### src/rtl/hsfd_pkg.sv
// Package of the humidity sensor frame decoder: widths, frame record, CRC-8 step.
// No dependencies; every other file of the block but the assertion header imports it.
`timescale 1ns / 1ps

package hsfd_pkg;

    localparam int WORD_BYTES  = 2;
    localparam int BYTE_W      = 8;
    localparam int WORD_W      = WORD_BYTES * BYTE_W;
    localparam int CRC_POS     = WORD_BYTES;
    localparam int FRAME_BYTES = 2 * (WORD_BYTES + 1);
    localparam int POS_W       = $clog2(FRAME_BYTES);
    localparam int TEMP_W      = 15;
    localparam int HUM_W       = 14;
    localparam int SERIAL_W    = 2 * WORD_W;

    localparam int QUEUE_DEPTH = 2;
    localparam int QUEUE_AW    = $clog2(QUEUE_DEPTH);

    localparam int APB_DATA_W  = 32;
    localparam int APB_ADDR_W  = 3;

    localparam logic [POS_W-1:0] POS_CRC1 = POS_W'(CRC_POS);
    localparam logic [POS_W-1:0] POS_LAST = POS_W'(FRAME_BYTES - 1);
    localparam logic [POS_W-1:0] POS_END  = POS_W'(FRAME_BYTES - 1);

    localparam logic [BYTE_W-1:0] CRC_INIT = 8'hFF;
    localparam logic [BYTE_W-1:0] CRC_POLY = 8'h31;

    localparam logic REG_FRAME_KIND = 1'b0;
    localparam logic KIND_MEASURE   = 1'b0;
    localparam logic KIND_SERIAL    = 1'b1;

    typedef logic [BYTE_W-1:0] t_byte;
    typedef logic [WORD_W-1:0] t_word;

    typedef struct packed {
        logic  kind;
        t_word word1;
        t_word word2;
        logic  good1;
        logic  good2;
    } t_frame;

    function automatic t_byte crc8_step(input t_byte crc, input t_byte data);
        t_byte c;
        c = crc ^ data;
        for (int i = 0; i < BYTE_W; i++) begin
            if (c[BYTE_W-1]) begin
                c = {c[BYTE_W-2:0], 1'b0} ^ CRC_POLY;
            end else begin
                c = {c[BYTE_W-2:0], 1'b0};
            end
        end
        return c;
    endfunction

endpackage

### src/rtl/hsfd_if.sv
// Channel interfaces of the frame decoder: byte input and decoded result output.
// Depends on hsfd_pkg.
`timescale 1ns / 1ps

interface hsfd_in_if;
    import hsfd_pkg::*;
    logic  valid;
    logic  ready;
    t_byte data_byte;
    logic  frame_start;
    modport source (output valid, data_byte, frame_start, input ready);
    modport sink   (input valid, data_byte, frame_start, output ready);
endinterface

interface hsfd_out_if;
    import hsfd_pkg::*;
    logic                       valid;
    logic                       ready;
    logic signed [TEMP_W-1:0]   temperature_centi;
    logic        [HUM_W-1:0]    humidity_centi;
    logic        [SERIAL_W-1:0] serial_number;
    logic                       first_crc_ok;
    logic                       second_crc_ok;
    modport source (output valid, temperature_centi, humidity_centi, serial_number,
                    first_crc_ok, second_crc_ok, input ready);
    modport sink   (input valid, temperature_centi, humidity_centi, serial_number,
                    first_crc_ok, second_crc_ok, output ready);
endinterface

### src/rtl/hsfd_queue.sv
// Short frame queue between the byte front end and the conversion pipeline.
// Depends on hsfd_pkg.
`timescale 1ns / 1ps

module hsfd_queue (
    input  logic            i_clk,
    input  logic            i_rst_n,
    input  logic            i_push,
    input  hsfd_pkg::t_frame i_frame,
    output logic            o_not_full,
    output logic            o_valid,
    input  logic            i_pop,
    output hsfd_pkg::t_frame o_frame
);
    import hsfd_pkg::*;

    t_frame              r_mem [QUEUE_DEPTH];
    logic [QUEUE_AW-1:0] r_wr;
    logic [QUEUE_AW-1:0] r_rd;
    logic [QUEUE_AW:0]   r_count;
    logic [QUEUE_AW-1:0] n_wr;
    logic [QUEUE_AW-1:0] n_rd;
    logic [QUEUE_AW:0]   n_count;
    logic                do_push;
    logic                do_pop;

    assign o_not_full = (r_count != (QUEUE_AW+1)'(QUEUE_DEPTH));
    assign o_valid    = (r_count != '0);
    assign o_frame    = r_mem[r_rd];
    assign do_push    = i_push && o_not_full;
    assign do_pop     = i_pop && o_valid;

    always_comb begin
        n_wr    = r_wr;
        n_rd    = r_rd;
        n_count = r_count;
        if (do_push) begin
            n_wr = (r_wr == QUEUE_AW'(QUEUE_DEPTH - 1)) ? '0 : r_wr + 1'b1;
        end
        if (do_pop) begin
            n_rd = (r_rd == QUEUE_AW'(QUEUE_DEPTH - 1)) ? '0 : r_rd + 1'b1;
        end
        if (do_push && !do_pop) begin
            n_count = r_count + 1'b1;
        end else if (do_pop && !do_push) begin
            n_count = r_count - 1'b1;
        end
    end

    always_ff @(posedge i_clk) begin
        if (!i_rst_n) begin
            r_wr    <= '0;
            r_rd    <= '0;
            r_count <= '0;
        end else begin
            r_wr    <= n_wr;
            r_rd    <= n_rd;
            r_count <= n_count;
        end
    end

    always_ff @(posedge i_clk) begin
        if (do_push) begin
            r_mem[r_wr] <= i_frame;
        end
    end

endmodule

### src/rtl/hsfd_front.sv
// Front end: takes response bytes, tracks frame position, runs the CRC-8 checks
// and assembles both words. Depends on hsfd_pkg and hsfd_in_if.
`timescale 1ns / 1ps

module hsfd_front (
    input  logic             i_clk,
    input  logic             i_rst_n,
    hsfd_in_if.sink          i_in,
    input  logic             i_frame_kind,
    input  logic             i_queue_ready,
    output logic             o_push,
    output hsfd_pkg::t_frame o_frame
);
    import hsfd_pkg::*;

    logic [POS_W-1:0] r_pos;
    logic [POS_W-1:0] n_pos;
    t_byte            r_crc;
    t_byte            n_crc;
    t_word            r_word1;
    t_word            n_word1;
    t_word            r_word2;
    t_word            n_word2;
    logic             r_good1;
    logic             n_good1;
    logic             accept;
    logic             restart;
    logic [POS_W-1:0] pos;
    t_byte            crc;

    assign i_in.ready = i_queue_ready;
    assign accept     = i_in.valid && i_in.ready;

    always_comb begin
        restart = i_in.frame_start || (r_pos > POS_END);
        pos     = restart ? '0 : r_pos;
        crc     = restart ? CRC_INIT : r_crc;
        n_pos   = r_pos;
        n_crc   = r_crc;
        n_word1 = r_word1;
        n_word2 = r_word2;
        n_good1 = r_good1;
        if (accept) begin
            priority if (pos < POS_CRC1) begin
                n_crc   = crc8_step(crc, i_in.data_byte);
                n_word1 = {r_word1[WORD_W-BYTE_W-1:0], i_in.data_byte};
                n_pos   = pos + 1'b1;
            end else if (pos == POS_CRC1) begin
                n_good1 = (crc == i_in.data_byte);
                n_crc   = CRC_INIT;
                n_pos   = pos + 1'b1;
            end else if (pos < POS_LAST) begin
                n_crc   = crc8_step(crc, i_in.data_byte);
                n_word2 = {r_word2[WORD_W-BYTE_W-1:0], i_in.data_byte};
                n_pos   = pos + 1'b1;
            end else begin
                n_crc   = CRC_INIT;
                n_pos   = '0;
            end
        end
    end

    assign o_push        = accept && (pos == POS_LAST);
    assign o_frame.kind  = i_frame_kind;
    assign o_frame.word1 = r_word1;
    assign o_frame.word2 = r_word2;
    assign o_frame.good1 = r_good1;
    assign o_frame.good2 = (crc == i_in.data_byte);

    always_ff @(posedge i_clk) begin
        if (!i_rst_n) begin
            r_pos   <= '0;
            r_crc   <= CRC_INIT;
            r_word1 <= '0;
            r_word2 <= '0;
            r_good1 <= 1'b0;
        end else begin
            r_pos   <= n_pos;
            r_crc   <= n_crc;
            r_word1 <= n_word1;
            r_word2 <= n_word2;
            r_good1 <= n_good1;
        end
    end

endmodule

### src/rtl/hsfd_back.sv
// Back end: three-stage elastic pipeline that scales both words and divides by
// 65535 with rounding, ending in the output register. Depends on hsfd_pkg, hsfd_out_if.
`timescale 1ns / 1ps

module hsfd_back (
    input  logic             i_clk,
    input  logic             i_rst_n,
    input  logic             i_frame_valid,
    input  hsfd_pkg::t_frame i_frame,
    output logic             o_frame_pop,
    hsfd_out_if.source       o_out
);
    import hsfd_pkg::*;

    localparam int PROD_W = 31;
    localparam int EST_W  = PROD_W + 1;
    localparam int QUO_W  = WORD_W;

    localparam logic [PROD_W-1:0] TEMP_SPAN  = PROD_W'(17500);
    localparam logic [PROD_W-1:0] HUM_SPAN   = PROD_W'(10000);
    localparam logic [PROD_W-1:0] ROUND_BIAS = PROD_W'(32767);
    localparam logic [EST_W-1:0]  DIVISOR    = EST_W'(65535);
    localparam logic [TEMP_W-1:0] TEMP_BASE  = TEMP_W'(4500);

    function automatic logic [QUO_W-1:0] quo_estimate(input logic [PROD_W-1:0] x);
        logic [EST_W-1:0] s;
        s = EST_W'(x) + EST_W'(x >> WORD_W);
        return QUO_W'(s >> WORD_W);
    endfunction

    function automatic logic [QUO_W-1:0] quo_fix(input logic [PROD_W-1:0] x,
                                                 input logic [QUO_W-1:0]  q);
        logic [EST_W-1:0] qm;
        logic [EST_W-1:0] r;
        qm = {q, {WORD_W{1'b0}}} - EST_W'(q);
        r  = EST_W'(x) - qm;
        return (r >= DIVISOR) ? q + 1'b1 : q;
    endfunction

    logic              r_va;
    logic              r_vb;
    logic              r_vc;
    t_frame            r_fa;
    t_frame            r_fb;
    logic [PROD_W-1:0] r_xt_a;
    logic [PROD_W-1:0] r_xh_a;
    logic [PROD_W-1:0] r_xt_b;
    logic [PROD_W-1:0] r_xh_b;
    logic [QUO_W-1:0]  r_qt_b;
    logic [QUO_W-1:0]  r_qh_b;
    logic signed [TEMP_W-1:0] r_temp;
    logic [HUM_W-1:0]    r_hum;
    logic [SERIAL_W-1:0] r_serial;
    logic                r_ok1;
    logic                r_ok2;
    logic              out_free;
    logic              b_free;
    logic              a_free;
    logic [QUO_W-1:0]  qt_fix;
    logic [QUO_W-1:0]  qh_fix;

    assign out_free    = !r_vc || o_out.ready;
    assign b_free      = !r_vb || out_free;
    assign a_free      = !r_va || b_free;
    assign o_frame_pop = i_frame_valid && a_free;

    assign qt_fix = quo_fix(r_xt_b, r_qt_b);
    assign qh_fix = quo_fix(r_xh_b, r_qh_b);

    always_ff @(posedge i_clk) begin
        if (!i_rst_n) begin
            r_va <= 1'b0;
            r_vb <= 1'b0;
            r_vc <= 1'b0;
        end else begin
            if (a_free) begin
                r_va <= o_frame_pop;
            end
            if (b_free) begin
                r_vb <= r_va;
            end
            if (out_free) begin
                r_vc <= r_vb;
            end
        end
    end

    always_ff @(posedge i_clk) begin
        if (o_frame_pop) begin
            r_fa   <= i_frame;
            r_xt_a <= PROD_W'(i_frame.word1) * TEMP_SPAN + ROUND_BIAS;
            r_xh_a <= PROD_W'(i_frame.word2) * HUM_SPAN + ROUND_BIAS;
        end
        if (b_free && r_va) begin
            r_fb   <= r_fa;
            r_xt_b <= r_xt_a;
            r_xh_b <= r_xh_a;
            r_qt_b <= quo_estimate(r_xt_a);
            r_qh_b <= quo_estimate(r_xh_a);
        end
        if (out_free && r_vb) begin
            r_ok1 <= r_fb.good1;
            r_ok2 <= r_fb.good2;
            if (r_fb.kind == KIND_SERIAL) begin
                r_temp   <= '0;
                r_hum    <= '0;
                r_serial <= {r_fb.word1, r_fb.word2};
            end else begin
                r_temp   <= $signed(TEMP_W'(qt_fix) - TEMP_BASE);
                r_hum    <= HUM_W'(qh_fix);
                r_serial <= '0;
            end
        end
    end

    assign o_out.valid             = r_vc;
    assign o_out.temperature_centi = r_temp;
    assign o_out.humidity_centi    = r_hum;
    assign o_out.serial_number     = r_serial;
    assign o_out.first_crc_ok      = r_ok1;
    assign o_out.second_crc_ok     = r_ok2;

endmodule

### src/rtl/humidity_sensor_frame_decoder_unit.sv
// Top level of the humidity sensor frame decoder: configuration register, front
// end, frame queue and conversion pipeline. Depends on hsfd_pkg, hsfd_if, submodules.
//
// Usage:
// Response bytes enter on i_in (valid/ready); frame_start marks the first byte of a
// six-byte frame, and frames may also follow each other without marks. After the
// sixth byte one result word leaves on o_out with both CRC flags and either the
// converted temperature and humidity or the serial number, as selected by the
// frame_kind register at APB address 0. Throughput is one byte per cycle while
// the queue has room. After the sixth byte is accepted the frame is written into
// the queue, has its scaling multiplies registered as it leaves, then passes
// through the divide-by-65535 estimate register and its correction step into the
// output register.
// When o_out is stalled the pipeline and the two-entry frame queue fill up;
// i_in.ready drops only when the queue is full.
// Reset clears the frame position, the queue and the pipeline valids, sets the CRC
// to 0xFF and sets frame_kind to measurement mode.
`timescale 1ns / 1ps

module humidity_sensor_frame_decoder_unit (
    input  logic                             i_clk,
    input  logic                             i_rst_n,
    hsfd_in_if.sink                          i_in,
    hsfd_out_if.source                       o_out,
    input  logic                             psel,
    input  logic                             penable,
    input  logic                             pwrite,
    input  logic [hsfd_pkg::APB_ADDR_W-1:0]  paddr,
    input  logic [hsfd_pkg::APB_DATA_W-1:0]  pwdata,
    output logic [hsfd_pkg::APB_DATA_W-1:0]  prdata,
    output logic                             pready
);
    import hsfd_pkg::*;

    logic   r_frame_kind;
    logic   cfg_write;
    logic   reg_sel;
    logic   push;
    logic   queue_not_full;
    logic   queue_valid;
    logic   queue_pop;
    t_frame push_frame;
    t_frame pop_frame;

    assign pready    = 1'b1;
    assign reg_sel   = paddr[APB_ADDR_W-1];
    assign cfg_write = psel && penable && pwrite && pready;
    assign prdata    = (reg_sel == REG_FRAME_KIND) ?
                       {{(APB_DATA_W-1){1'b0}}, r_frame_kind} : '0;

    always_ff @(posedge i_clk) begin
        if (!i_rst_n) begin
            r_frame_kind <= KIND_MEASURE;
        end else if (cfg_write && (reg_sel == REG_FRAME_KIND)) begin
            r_frame_kind <= pwdata[0];
        end
    end

    hsfd_front u_front (
        .i_clk         (i_clk),
        .i_rst_n       (i_rst_n),
        .i_in          (i_in),
        .i_frame_kind  (r_frame_kind),
        .i_queue_ready (queue_not_full),
        .o_push        (push),
        .o_frame       (push_frame)
    );

    hsfd_queue u_queue (
        .i_clk      (i_clk),
        .i_rst_n    (i_rst_n),
        .i_push     (push),
        .i_frame    (push_frame),
        .o_not_full (queue_not_full),
        .o_valid    (queue_valid),
        .i_pop      (queue_pop),
        .o_frame    (pop_frame)
    );

    hsfd_back u_back (
        .i_clk         (i_clk),
        .i_rst_n       (i_rst_n),
        .i_frame_valid (queue_valid),
        .i_frame       (pop_frame),
        .o_frame_pop   (queue_pop),
        .o_out         (o_out)
    );

endmodule

### src/flat_wrapper.sv
// flat-port wrapper written by rule: the top's interface ports become plain ports
module humidity_sensor_frame_decoder_unit_flat import hsfd_pkg::*;
  (i_clk, i_rst_n, psel, penable, pwrite, paddr, pwdata, prdata, pready, i_in_valid, i_in_data_byte, i_in_frame_start, i_in_ready, o_out_valid, o_out_temperature_centi, o_out_humidity_centi, o_out_serial_number, o_out_first_crc_ok, o_out_second_crc_ok, o_out_ready);
  hsfd_in_if i_in_i ();
  hsfd_out_if o_out_i ();
  input  logic i_clk;
  input  logic i_rst_n;
  input  logic psel;
  input  logic penable;
  input  logic pwrite;
  input  logic [hsfd_pkg::APB_ADDR_W-1:0] paddr;
  input  logic [hsfd_pkg::APB_DATA_W-1:0] pwdata;
  output logic [hsfd_pkg::APB_DATA_W-1:0] prdata;
  output logic pready;
  input wire logic [$bits(i_in_i.valid)-1:0] i_in_valid;
  input wire logic [$bits(i_in_i.data_byte)-1:0] i_in_data_byte;
  input wire logic [$bits(i_in_i.frame_start)-1:0] i_in_frame_start;
  output wire logic [$bits(i_in_i.ready)-1:0] i_in_ready;
  output wire logic [$bits(o_out_i.valid)-1:0] o_out_valid;
  output wire logic [$bits(o_out_i.temperature_centi)-1:0] o_out_temperature_centi;
  output wire logic [$bits(o_out_i.humidity_centi)-1:0] o_out_humidity_centi;
  output wire logic [$bits(o_out_i.serial_number)-1:0] o_out_serial_number;
  output wire logic [$bits(o_out_i.first_crc_ok)-1:0] o_out_first_crc_ok;
  output wire logic [$bits(o_out_i.second_crc_ok)-1:0] o_out_second_crc_ok;
  input wire logic [$bits(o_out_i.ready)-1:0] o_out_ready;
  assign i_in_i.valid = i_in_valid;
  assign i_in_i.data_byte = i_in_data_byte;
  assign i_in_i.frame_start = i_in_frame_start;
  assign i_in_ready = i_in_i.ready;
  assign o_out_valid = o_out_i.valid;
  assign o_out_temperature_centi = o_out_i.temperature_centi;
  assign o_out_humidity_centi = o_out_i.humidity_centi;
  assign o_out_serial_number = o_out_i.serial_number;
  assign o_out_first_crc_ok = o_out_i.first_crc_ok;
  assign o_out_second_crc_ok = o_out_i.second_crc_ok;
  assign o_out_i.ready = o_out_ready;
  humidity_sensor_frame_decoder_unit u_core (.i_clk(i_clk), .i_rst_n(i_rst_n), .i_in(i_in_i), .o_out(o_out_i), .psel(psel), .penable(penable), .pwrite(pwrite), .paddr(paddr), .pwdata(pwdata), .prdata(prdata), .pready(pready));
endmodule
### config.mk
export PLATFORM = sky130hd
export DESIGN_NAME = humidity_sensor_frame_decoder_unit_flat
export DESIGN_NICKNAME = d
export VERILOG_FILES = /design/src/rtl/hsfd_pkg.sv /design/src/rtl/hsfd_if.sv /design/src/rtl/hsfd_queue.sv /design/src/rtl/hsfd_front.sv /design/src/rtl/hsfd_back.sv /design/src/rtl/humidity_sensor_frame_decoder_unit.sv /design/src/flat_wrapper.sv
export SDC_FILE = /design/constraint.sdc
export NUM_CORES = 1
export LEC_CHECK = 0
export BUFFER_PORTS_ARGS = -buffer_cell sky130_fd_sc_hd__clkbuf_2
export CORE_ASPECT_RATIO = 1.5
export CORE_UTILIZATION = 65
export DETAILED_ROUTE_END_ITERATION = 6
export PLACE_DENSITY = 0.84
export SLEW_MARGIN = 30
export SYNTH_ARGS = -nofsm -noshare
export SYNTH_HDL_FRONTEND = slang
export SYNTH_SLANG_ARGS = --single-unit
### constraint.sdc
create_clock -name i_clk -period 15.25 [get_ports i_clk]
set_clock_uncertainty 0.15 [all_clocks]
set_input_delay 1.525 -clock i_clk [delete_from_list [all_inputs] [get_ports i_clk]]
set_output_delay 1.525 -clock i_clk [all_outputs]
set_load 0.005 [all_outputs]
==> impl_results.md, run 1 <==
- Status: complete, no violations
- GR peak layer: met2
- ANT cells: 0
- Mapped Cells: 2645
- CTS tree: yes
- Top-area cell type share of the netlist area: 36.8%
- Crit path required time: 15.36 ns
- Post-CTS Setup Bufs: 0
- H-tree depth: 2
- Die Y: 258 um
- Ys Warns: 0
- Worst R2R End: u_core.u_back.r_xt_a[30]$_DFFE_PP_
- Post-Syn Area: 28300 um2
- Slew Limit Fails: 0
- GRT Total Usage: 28.2%
- Cts bufs inserted: 37
- Worst Tran Pin Value: 0.941 ns
- Crit-path cells: mux2i_1 -> inv_1 -> ha_1 -> fa_1 -> ha_1 -> ha_1 -> inv_1 -> fa_1 -> inv_1 -> ha_1 -> a21o_1 -> a21o_1 -> a2111oi_0 -> or2_2 -> o2111a_1 -> xnor2_1 -> nand3_1 -> nor4_1 -> nand3_1 -> nand3b_1 -> nor3_1 -> nand3_1 -> xnor2_1
- Met2 usage: 52.5%
- Initial antenna violation count: 0
- Antenna Nets Post-Route: 0
- Startpoint types: flop
- Cell variety after synth: 89
- Crit path largest cell delay: 0.86 ns
- Period utilisation layout: 50.5%
- Worst Path Arrival: 7.81 ns
- Period minus WS final: 7.70 ns
- Clock root cell: clkbuf_16
- Maxcap violations: 0
- Critical Path End: u_core.u_back.r_xt_a[30]$_DFFE_PP_
- DR pass1 iterations: 7
- Syn-to-layout area delta: 7.05%
- Grt total ovfl: 0
- Grt met1 use: 32.3%
- Wire length per cell: 18.7 um
- Resized Gates After CTS: 0
- Sequential fraction of the synthesis area: 40.5%
- CP max stage cell: a2111oi_0
- Sum Neg Setup Slack: 0 ns
- Core box area: 42900 um2
- Max clock buf depth: 3
- Critical Path Sink Type: flop
- IO buf count: 83
- FF+latch count, synth: 400
- Clock transition at path regs: 0.07 ns
- Top_reg_cell synth: edfxtp_1
- Slew HR: 35.7%
- Peak Freq: 130 MHz
- R2R Setup Slk: 7.55 ns
- Hold-fix buffers, CTS: 0
- # DRC: 0
- DIE AREA: 44500 um2
- Critical path type: reg2reg
- Post-synth EDFFs: 347
- R2R cell count: 23
- Total number of vias: 19600
- Clk Latency, worst-skew pair: 0.53 ns
- Routed vias/inst: 5.90
- Area contributors post-synth: edfxtp_1 37%, ha_1 17%, fa_1 5.9%
- Largest net degree at the start of global routing: 86
- Vias in the first global route: 19800
- First-pass GRT wire length: 98.2 mm
- Synth area leader: edfxtp_1
- Final wirelength: 61.9 mm
- Most frequent cell on the critical path: ha_1
- Mapped Avg Cell Area: 10.7 um2
- Top fanout value on the critical path: 35
- RSZ-0062 raised after global routing: no
- Final GP Congestion: 0.946
- Setup violators final: 0
- Ys async rst share: 0%
- First DRT Iteration DRCs: 1171
- Layout Nets: 3227
- Ratio of cells with drive above 1 in the final layout: 7.37%
- Initial Util: 66.0%
- Sink Count: 400
- Min-Delay Path Class: reg2reg
- # rows: 93
- Die X-Extent: 172 um
- Final HPWL DP: 46.9 mm
- IO Pins: 149
- Hold Fails Final Rpt: 0
- Met3 GRT Util: 2.87%
-- cells in the mapped netlist (16+ instances only) --
master	count
a21o_1	35
nand4_1	23
a21boi_0	20
or3_1	29
fa_1	84
mux2_2	19
a21oi_1	105
nor4_1	16
and3_1	17
nor3_1	61
clkbuf_1	49
a31oi_1	17
nand2_1	165
edfxtp_1	347
nand3_1	60
inv_1	362
and2_1	50
o21ai_0	70
xnor2_1	133
nor2_1	112
o21a_1	35
buf_4	33
xor2_1	55
mux2i_1	53
nor2b_1	37
dfxtp_1	53
ha_1	375
-- per-layer routing --
metal  up-vias  routed length [um]
met4         0                2490
met5         -                   0
met2       549               33000
met3       168                2160
met1      9424               24300
li1       9416                   -
-- registers in the layout, summed over array words and instances, names as in the netlist, 3 cells and up, named ones only --
signal	cells
u_core.u_queue.r_mem	70
u_core.u_back.r_fa	35
u_core.u_back.r_fb	35
u_core.u_back.o_out.serial_number	32
u_core.u_back.r_xt_a	29
u_core.u_back.r_xt_b	29
u_core.u_back.r_xh_a	27
u_core.u_back.r_xh_b	27
u_core.u_back.r_qh_b	16
u_core.u_back.r_qt_b	16
u_core.u_front.r_word1	16
u_core.u_front.r_word2	16
u_core.u_back.o_out.temperature_centi	15
u_core.u_back.o_out.humidity_centi	14
u_core.u_front.r_crc	8
u_core.u_front.r_pos	3
-- worst max-delay path: cells and delay by family (launching register included) --
kind	cells	cell delay, ns
multiplexers	1	0.39
AND/OR/NAND/NOR	7	1.63
XOR/XNOR	2	0.34
AO/OA/AOI/OAI	4	1.46
buffers and inverters	3	0.38
flip-flops	1	0.72
adder cells (fa/ha/maj)	6	2.34
-- worst min-delay path by stage --
stage,slack [ns],end,depth (start not counted),start
after detailed placement,0.25,u_core.u_back.r_fb[11]$_DFFE_PP_,0,u_core.u_back.r_fa[11]$_DFFE_PP_
after global placement,0.25,u_core.u_back.r_fb[14]$_DFFE_PP_,0,u_core.u_back.r_fa[14]$_DFFE_PP_
final,0.27,u_core.u_back.r_fb[10]$_DFFE_PP_,0,u_core.u_back.r_fa[10]$_DFFE_PP_
after global routing,0.27,u_core.u_back.r_fb[11]$_DFFE_PP_,0,u_core.u_back.r_fa[11]$_DFFE_PP_
after CTS,0.27,u_core.u_back.r_fb[11]$_DFFE_PP_,0,u_core.u_back.r_fa[11]$_DFFE_PP_
after floorplan,0.25,u_core.u_back.o_out.first_crc_ok$_DFFE_PP_,0,u_core.u_back.r_fb[1]$_DFFE_PP_
-- placed cells by master (no fill, tap or decap), types with 16 or more instances in the layout --
cell,count
nand3_1,60
nand2_1,165
nand4_1,23
inv_1,361
o21a_1,35
fa_1,84
xor2_1,55
clkbuf_16,37
and2_1,50
ha_1,375
o21ai_0,70
nor4_1,16
dfxtp_1,52
a31oi_1,17
mux2i_1,52
a21o_1,35
conb_1,32
nor2b_1,35
a21boi_0,20
xnor2_1,133
clkbuf_2,83
a21oi_1,105
nor3_1,61
nor2_1,111
or3_1,29
mux2_2,19
edfxtp_1,347
and3_1,17
-- cell type report --
class	instances	area (um2)
clock buffers	46	970
clock inverters	18	144
fillers	2960	12600
inverters	363	1360
multi-input cells	1823	15200
flip-flops and latches	400	11500
well taps	570	713
repair buffers	92	507
-- cells by family (layout without fill, tap and decap cells) --
logic type / count (synthesis) / count (layout) / synth area share (%)
AO/OA/AOI/OAI: 424 / 424 / 10.1
flip-flops: 400 / 400 / 40.5
XOR/XNOR: 188 / 188 / 5.81
other: 2 / 32 / 0.0265
adder cells (fa/ha/maj): 459 / 459 / 22.5
AND/OR/NAND/NOR: 646 / 646 / 11.8
multiplexers: 74 / 74 / 2.72
buffers and inverters: 452 / 519 / 6.50
-- through the flow --
step                      hold WS (ns)  area (um2)  std cells  setup slack (ns)  utilization [%]
after floorplan                  0.250       28400       2675              7.27                -
after global placement           0.251       29200       3247              7.65             68.0
after detailed placement         0.255       29200       3248              7.32             68.0
after CTS                        0.268       30300       3312              7.23             70.6
after global routing             0.273       30300       3312              7.08             70.7
final                            0.267       30300       3312              7.55             70.7
Power of run 1 is left out: the tool's default activity adds up to more than one toggle a clock period on the data nets, which glitch-free logic cannot reach.
==> run 2, diff against run 1 <==
--- a/config.mk
+++ b/config.mk
@@ -7,9 +7,9 @@
 export LEC_CHECK = 0
 export BUFFER_PORTS_ARGS = -buffer_cell sky130_fd_sc_hd__clkbuf_2
 export CORE_ASPECT_RATIO = 1.5
-export CORE_UTILIZATION = 65
+export CORE_UTILIZATION = 57
 export DETAILED_ROUTE_END_ITERATION = 6
-export PLACE_DENSITY = 0.84
+export PLACE_DENSITY = 0.78
 export SLEW_MARGIN = 30
 export SYNTH_ARGS = -nofsm -noshare
 export SYNTH_HDL_FRONTEND = slang
==> constraint.sdc (replaced) <==
create_clock -name i_clk -period 6.5 [get_ports i_clk]
set_clock_uncertainty 0.15 [all_clocks]
set_input_delay 0.65 -clock i_clk [delete_from_list [all_inputs] [get_ports i_clk]]
set_output_delay 0.65 -clock i_clk [all_outputs]
set_load 0.005 [all_outputs]
==> run 2 against run 1 <==
Against the previous run: global-route usage shrank 3.8 points; non-clock buffer count is 65 higher; first-iteration DRC count grew 2.1%; worst hold slack lost 0.024 ns; count of clock-buffer cells in the layout grew 6; utilization fell by 6.5 points; final area increased by 3.3%; highest routed layer unchanged.
==> impl_results.md, run 2 (synthesis gave the netlist of run 1 again) <==
- Core box area: 48800 um2 (+14%)
- DR pass1 iterations: 7 (unchanged)
- Status: complete, no violations
- Vias in the first global route: 19800 (+0.18%)
- Most frequent cell on the critical path: inv_1
- Initial antenna violation count: 0 (unchanged)
- Crit path largest cell delay: 0.53 ns (-0.33 ns)
- Clock transition at path regs: 0.07 ns (about the same)
- IO Pins: 149 (unchanged)
- Grt total ovfl: 0 (unchanged)
- Critical path's top delay family: adder cells
- Critical Path Sink Type: flop
- Setup violators final: 0 (unchanged)
- Die X-Extent: 184 um (+6.7%)
- Area of the multi-input gates: 15400 um2 (+1.7%)
- Fillcell total: 3679 (+24%)
- Largest regs: u_core.u_queue.r_mem (70), u_core.u_back.r_fa (35), u_core.u_back.r_fb (35)
- # DRC: 0 (unchanged)
- Clock root cell: clkbuf_16
- Critical path type: reg2reg
- Peak Freq: 160 MHz (+23%)
- Largest net degree at the start of global routing: 73 (-15%)
- H-tree depth: 2 (unchanged)
- # rows: 99 (+6.5%)
- Layout Nets: 3294 (+2.1%)
- Wire length per cell: 17.7 um (-5.1%)
- Final GP Congestion: 0.924 (-2.3%)
- Die Y: 275 um (+6.7%)
- Buf/Inv on CP: 6 (+3)
- Sum Neg Setup Slack: 0 ns (unchanged)
- Period minus WS final: 6.26 ns (-1.43 ns)
- Worst Tran Pin Value: 0.890 ns (-0.0508 ns)
- DIE AREA: 50600 um2 (+14%)
- Syn-to-layout area delta: 10.5%
- Final HPWL DP: 47.3 mm (+0.84%)
- Worst Path Arrival: 6.38 ns (-1.43 ns)
- Initial Util: 58.1% (-7.9 points)
- Startpoint types: flop
- Maxcap violations: 0 (unchanged)
- Ratio of cells with drive above 1 in the final layout: 10.9% (+3.5 points)
- Placed Area: 29800 um2 (+1.9%)
- Max clock buf depth: 3 (unchanged)
- ANT cells: 0 (unchanged)
- Crit path required time: 6.62 ns (-8.74 ns)
- IO buf count: 83 (unchanged)
- First-pass GRT wire length: 98.5 mm (+0.23%)
- First DRT Iteration DRCs: 1196 (+2.1%)
- Length of routed wiring on met1: 24.1 mm (-0.70%)
- Slew HR: 40.7% (+5.0 points)
- DR top layer: met4
- CP max stage cell: fa_1
- Reg with most FFs: u_core.u_queue.r_mem
- Hold-fix buffers, CTS: 0 (unchanged)
- Cts bufs inserted: 39 (+5.4%)
- Final wirelength: 61.5 mm (-0.67%)
- WHS: 0.243 ns (-0.0240 ns)
- Met2 Routed Length: 32.8 mm (-0.48%)
- Met3 Wirelength: 2.15 mm (-0.74%)
- Period utilisation layout: 96.4% (+46 points)
- Total number of vias: 19800 (+0.99%)
- Min-Delay Path Class: in2reg
- Hold Fails Final Rpt: 0 (unchanged)
- Most frequent cells in the layout: 373 x ha_1, 356 x inv_1, 347 x edfxtp_1
- Top fanout value on the critical path: 14 (-60%)
- Routed vias/inst: 5.70 (-3.5%)
- RSZ-0062 raised after global routing: yes
- CTS tree: yes
- Sink Count: 400 (unchanged)
- GRT Total Usage: 24.4% (-3.8 points)
- Commonest non-fill, non-tap cell in the layout: ha_1
- Register Area: 11500 um2 (unchanged)
- Crit-path cells: buf_12 -> mux2i_4 -> inv_2 -> fa_1 -> ha_1 -> inv_1 -> fa_1 -> inv_1 -> ha_1 -> inv_1 -> fa_1 -> inv_1 -> ha_1 -> a21o_1 -> a31oi_1 -> o21ai_0 -> nor2_1 -> xnor2_2 -> nand4_1 -> or3_4 -> or3_4 -> nor3_2 -> and3_1 -> xor2_1
- Clk Latency, worst-skew pair: 0.54 ns (about the same)
- Antenna Nets Post-Route: 0 (unchanged)
- Final core utilization: 64.2% (-6.5 points)
- Slew Limit Fails: 0 (unchanged)
- Post-route design area: 31300 um2 (+3.3%)
- Flip-flop count of the largest register after layout: 70 (unchanged)
==> run 2: through the flow <==
step,cells,setup WS (ns)
floorplan,2675,0.0200
global placement,3392,0.138
detailed placement,3393,-0.00731
CTS,3459,0.0103
global route,3465,-0.0493
finish,3465,0.236
==> run 2: repair_timing <==
action,in CTS,in global routing
gates resized for setup,2,52
setup endpoints to repair,1,14
buffers inserted,0,6
pin swaps,0,10
endpoints found under the hold margin,0,0
gates cloned,0,0
==> run 2: layout make-up <==
| cell class | instances | area share [%] |
|---|---|---|
| timing repair buffer | 157 | 3.24 |
| clock inverter | 14 | 0.364 |
| clock buffer | 52 | 3.57 |
| tap | 656 | 2.62 |
| inverter | 363 | 4.35 |
| sequential | 400 | 36.7 |
| multi-input combinational | 1823 | 49.2 |
==> run 2: routing by layer <==
layer	global-route usage, %	vias to the layer above
met3	2.18	153
li1	-	9554
met1	28.0	9475
met4	10.1	0
met2	46.3	568
met5	0	-
==> run 2: worst register-to-register path, cell delays in order, from the launching register on <==
cell and delay, ns:
dfxtp_4 0.43, buf_12 0.19, mux2i_4 0.26, inv_2 0.09
fa_1 0.49, ha_1 0.32, inv_1 0.06, fa_1 0.53
inv_1 0.04, ha_1 0.26, inv_1 0.05, fa_1 0.49
inv_1 0.04, ha_1 0.32, a21o_1 0.19, a31oi_1 0.22
o21ai_0 0.16, nor2_1 0.21, xnor2_2 0.16, nand4_1 0.16
or3_4 0.36, or3_4 0.36, nor3_2 0.17, and3_1 0.22
xor2_1 0.07
==> run 2: worst paths after layout <==
check / start / to / slack, ns / cells after the start
setup / recovery: flop / u_core.u_back.r_xh_a[28]$_DFFE_PP_ / 0.24 / 24
hold / removal: pwdata[0] / u_core.r_frame_kind$_SDFFE_PN0P_ / 0.24 / 3
hold reg to reg: u_core.u_back.r_fa[4]$_DFFE_PP_ / u_core.u_back.r_fb[4]$_DFFE_PP_ / 0.27 / 0
setup reg to reg: flop / u_core.u_back.r_xh_a[28]$_DFFE_PP_ / 0.24 / 24
Power of run 2 is left out for the same reason.
==> run 3, diff against run 2 <==
--- a/config.mk
+++ b/config.mk
@@ -6,7 +6,6 @@
 export NUM_CORES = 1
 export LEC_CHECK = 0
 export BUFFER_PORTS_ARGS = -buffer_cell sky130_fd_sc_hd__clkbuf_2
-export CORE_ASPECT_RATIO = 1.5
 export CORE_UTILIZATION = 57
 export DETAILED_ROUTE_END_ITERATION = 6
 export PLACE_DENSITY = 0.78
==> constraint.sdc (replaced) <==
create_clock -name i_clk -period 5.55 [get_ports i_clk]
set_clock_uncertainty 0.15 [all_clocks]
set_input_delay 0.555 -clock i_clk [delete_from_list [all_inputs] [get_ports i_clk]]
set_output_delay 0.555 -clock i_clk [all_outputs]
set_load 0.005 [all_outputs]
==> run 3 against run 2 <==
Against the previous run: the run now ends with setup timing left; worst setup slack got worse by 0.96 ns; maximum frequency fell by 0.12%; largest cell class unchanged; via count grew 10%.
==> impl_results.md, run 3 (synthesis gave the netlist of run 1 again) <==
- First-pass GRT wire length: 109 mm (+11%)
- Setup violators final: 26 (+26)
- Ratio of cells with drive above 1 in the final layout: 24.5% (+14 points)
- Die X-Extent: 225 um (+22%)
- Antenna Nets Post-Route: 0 (unchanged)
- Die Y: 225 um (-18%)
- Final wirelength: 73.3 mm (+19%)
- Most frequent cells in the layout: 347 x edfxtp_1, 338 x ha_1, 328 x buf_4
- R2R Setup Slk: -0.72 ns (-0.96 ns)
- Total number of vias: 21800 (+10%)
- Top fanout value on the critical path: 7 (-7)
- Crit path required time: 5.72 ns (-0.90 ns)
- IO Pins: 149 (unchanged)
- Period utilisation layout: 113% (+17 points)
- GRT Total Usage: 27.3% (+2.8 points)
- Min-Delay Path Class: in2reg
- Crit path largest cell delay: 0.61 ns (+0.08 ns)
- RSZ-0062 raised after global routing: yes
- Area of the multi-input gates: 16500 um2 (+6.9%)
- Vias in the first global route: 21300 (+7.7%)
- Worst Hold Endpoint: u_core.r_frame_kind$_SDFFE_PN0P_
- Slew HR: 40.0% (-0.66 points)
- ANT cells: 0 (unchanged)
- # DRC: 0 (unchanged)
- Worst R2R End: u_core.u_back.r_xt_a[30]$_DFFE_PP_
- DIE AREA: 50600 um2 (about the same)
- Sum Neg Setup Slack: -10.24 ns (-10.24 ns)
- IO buf count: 83 (unchanged)
- Period minus WS final: 6.27 ns (+0.00770 ns)
- Largest net degree at the start of global routing: 114 (+56%)
- Grt total ovfl: 0 (unchanged)
- Largest regs: u_core.u_queue.r_mem (70), u_core.u_back.r_fa (35), u_core.u_back.r_fb (35)
- CP max stage cell: fa_1
- H-tree depth: 2 (unchanged)
- First DRT Iteration DRCs: 1668 (+39%)
- Slew Limit Fails: 0 (unchanged)
- Flip-flop count of the largest register after layout: 70 (unchanged)
- Syn-to-layout area delta: 23.3%
- Worst Path Arrival: 6.44 ns (+0.06 ns)
- Final HPWL DP: 49.6 mm (+4.8%)
- Status: finished with violations
- Hold-fix buffers, CTS: 0 (unchanged)
- WHS Path Cells: 3 (unchanged)
- Commonest non-fill, non-tap cell in the layout: edfxtp_1
- Maxcap violations: 0 (unchanged)
- Layout Nets: 3580 (+8.7%)
- Critical Path Sink Type: flop
- # rows: 81 (-18%)
- Register Area: 11500 um2 (unchanged)
- Placed instance count: 3636 (+7.2%)
- Sink Count: 400 (unchanged)
- Wire length per cell: 19.5 um (+9.7%)
- Clock transition at path regs: 0.06 ns (about the same)
- Max clock buf depth: 3 (unchanged)
- Routed vias/inst: 5.78 (+1.4%)
- Critical path type: reg2reg
- Core box area: 49000 um2 (+0.30%)
- DR pass1 iterations: 5 (-2)
- Cts bufs inserted: 41 (+5.1%)
- CTS tree: yes
- Startpoint types: flop
- Initial antenna violation count: 0 (unchanged)
- Clk Latency, worst-skew pair: 0.58 ns (+0.04 ns)
- Hold Fails Final Rpt: 0 (unchanged)
- Hold_sp: pwdata[0]
- Worst Tran Pin Value: 0.898 ns (+0.00771 ns)
- Initial Util: 57.9% (-0.17 points)
- Reg with most FFs: u_core.u_queue.r_mem
- Final Non-Filler Cells: 3767 (+8.7%)
- Worst Slack Setup Final: -0.722 ns (-0.958 ns)
- Final GP Congestion: 0.942 (+1.9%)
- Fillcell total: 3181 (-14%)
- Violated checks: setup timing
- Clock root cell: clkbuf_16
- Peak Freq: 159 MHz (-0.12%)
- Most frequent cell on the critical path: ha_4
- R2R cell count: 26 (+8.3%)
run 3: metal layers:
metal | wire length (um) | vias up | GRT usage, %
li1 | - | 10100 | -
met1 | 29400 | 10500 | 34.2
met2 | 36600 | 893 | 48.2
met3 | 4010 | 243 | 3.87
met4 | 3300 | 0 | 8.82
met5 | 0 | - | 0
run 3: area by class of cell:
| type | count | share of cell area, % |
|---|---|---|
| clock inverter | 28 | 1.12 |
| inverter | 363 | 3.92 |
| clock buffer | 48 | 3.07 |
| sequential | 400 | 32.9 |
| tap | 664 | 2.38 |
| multi-input combinational | 1823 | 47.1 |
| timing repair buffer | 441 | 9.53 |
run 3: what timing repair did:
action	in CTS	in global routing
endpoints found under the setup margin	33	49
resized for setup	116	109
cloned	1	0
pin swaps	84	94
endpoints found under the hold margin	0	0
setup buffers	33	25
run 3: worst max-delay path: cells and delay by family, from the launching register on:
kind | cells | cell delay (ns)
xor gates and xnor gates | 2 | 0.37
adders and majority gates | 6 | 2.30
AOI/OAI and AO/OA | 7 | 1.22
buffers and inverters | 6 | 0.67
muxes | 1 | 0.33
and+or+nand+nor | 4 | 0.57
DFF | 1 | 0.37
run 3: worst max path at each step:
| stage | cells past startpoint | slack [ns] | to | start |
|---|---|---|---|---|
| 6_report | 26 | -0.72 | u_core.u_back.r_xt_a[30]$_DFFE_PP_ | flop |
| 3_3_place_gp | 25 | -0.44 | u_core.u_back.r_xt_a[30]$_DFFE_PP_ | flop |
| 5_1_grt | 24 | -0.86 | u_core.u_back.r_xt_a[29]$_DFFE_PP_ | flop |
| 3_5_place_dp | 25 | -0.70 | u_core.u_back.r_xt_a[30]$_DFFE_PP_ | flop |
| 4_1_cts | 24 | -0.42 | u_core.u_back.r_xh_a[28]$_DFFE_PP_ | flop |
| 2_1_floorplan | 25 | -0.51 | u_core.u_back.r_xt_a[30]$_DFFE_PP_ | flop |
run 3: stage by stage:
stage	hold WS [ns]	utilization (%)	area, um2	setup WS (ns)
detailed placement	0.255	65.1	31900	-0.698
global placement	0.253	65.0	31800	-0.443
finish	0.0856	71.4	35000	-0.722
CTS	0.0654	69.9	34200	-0.425
floorplan	0.250	-	28800	-0.507
global route	0.110	71.4	35000	-0.859
Power of run 3 is left out for the same reason.
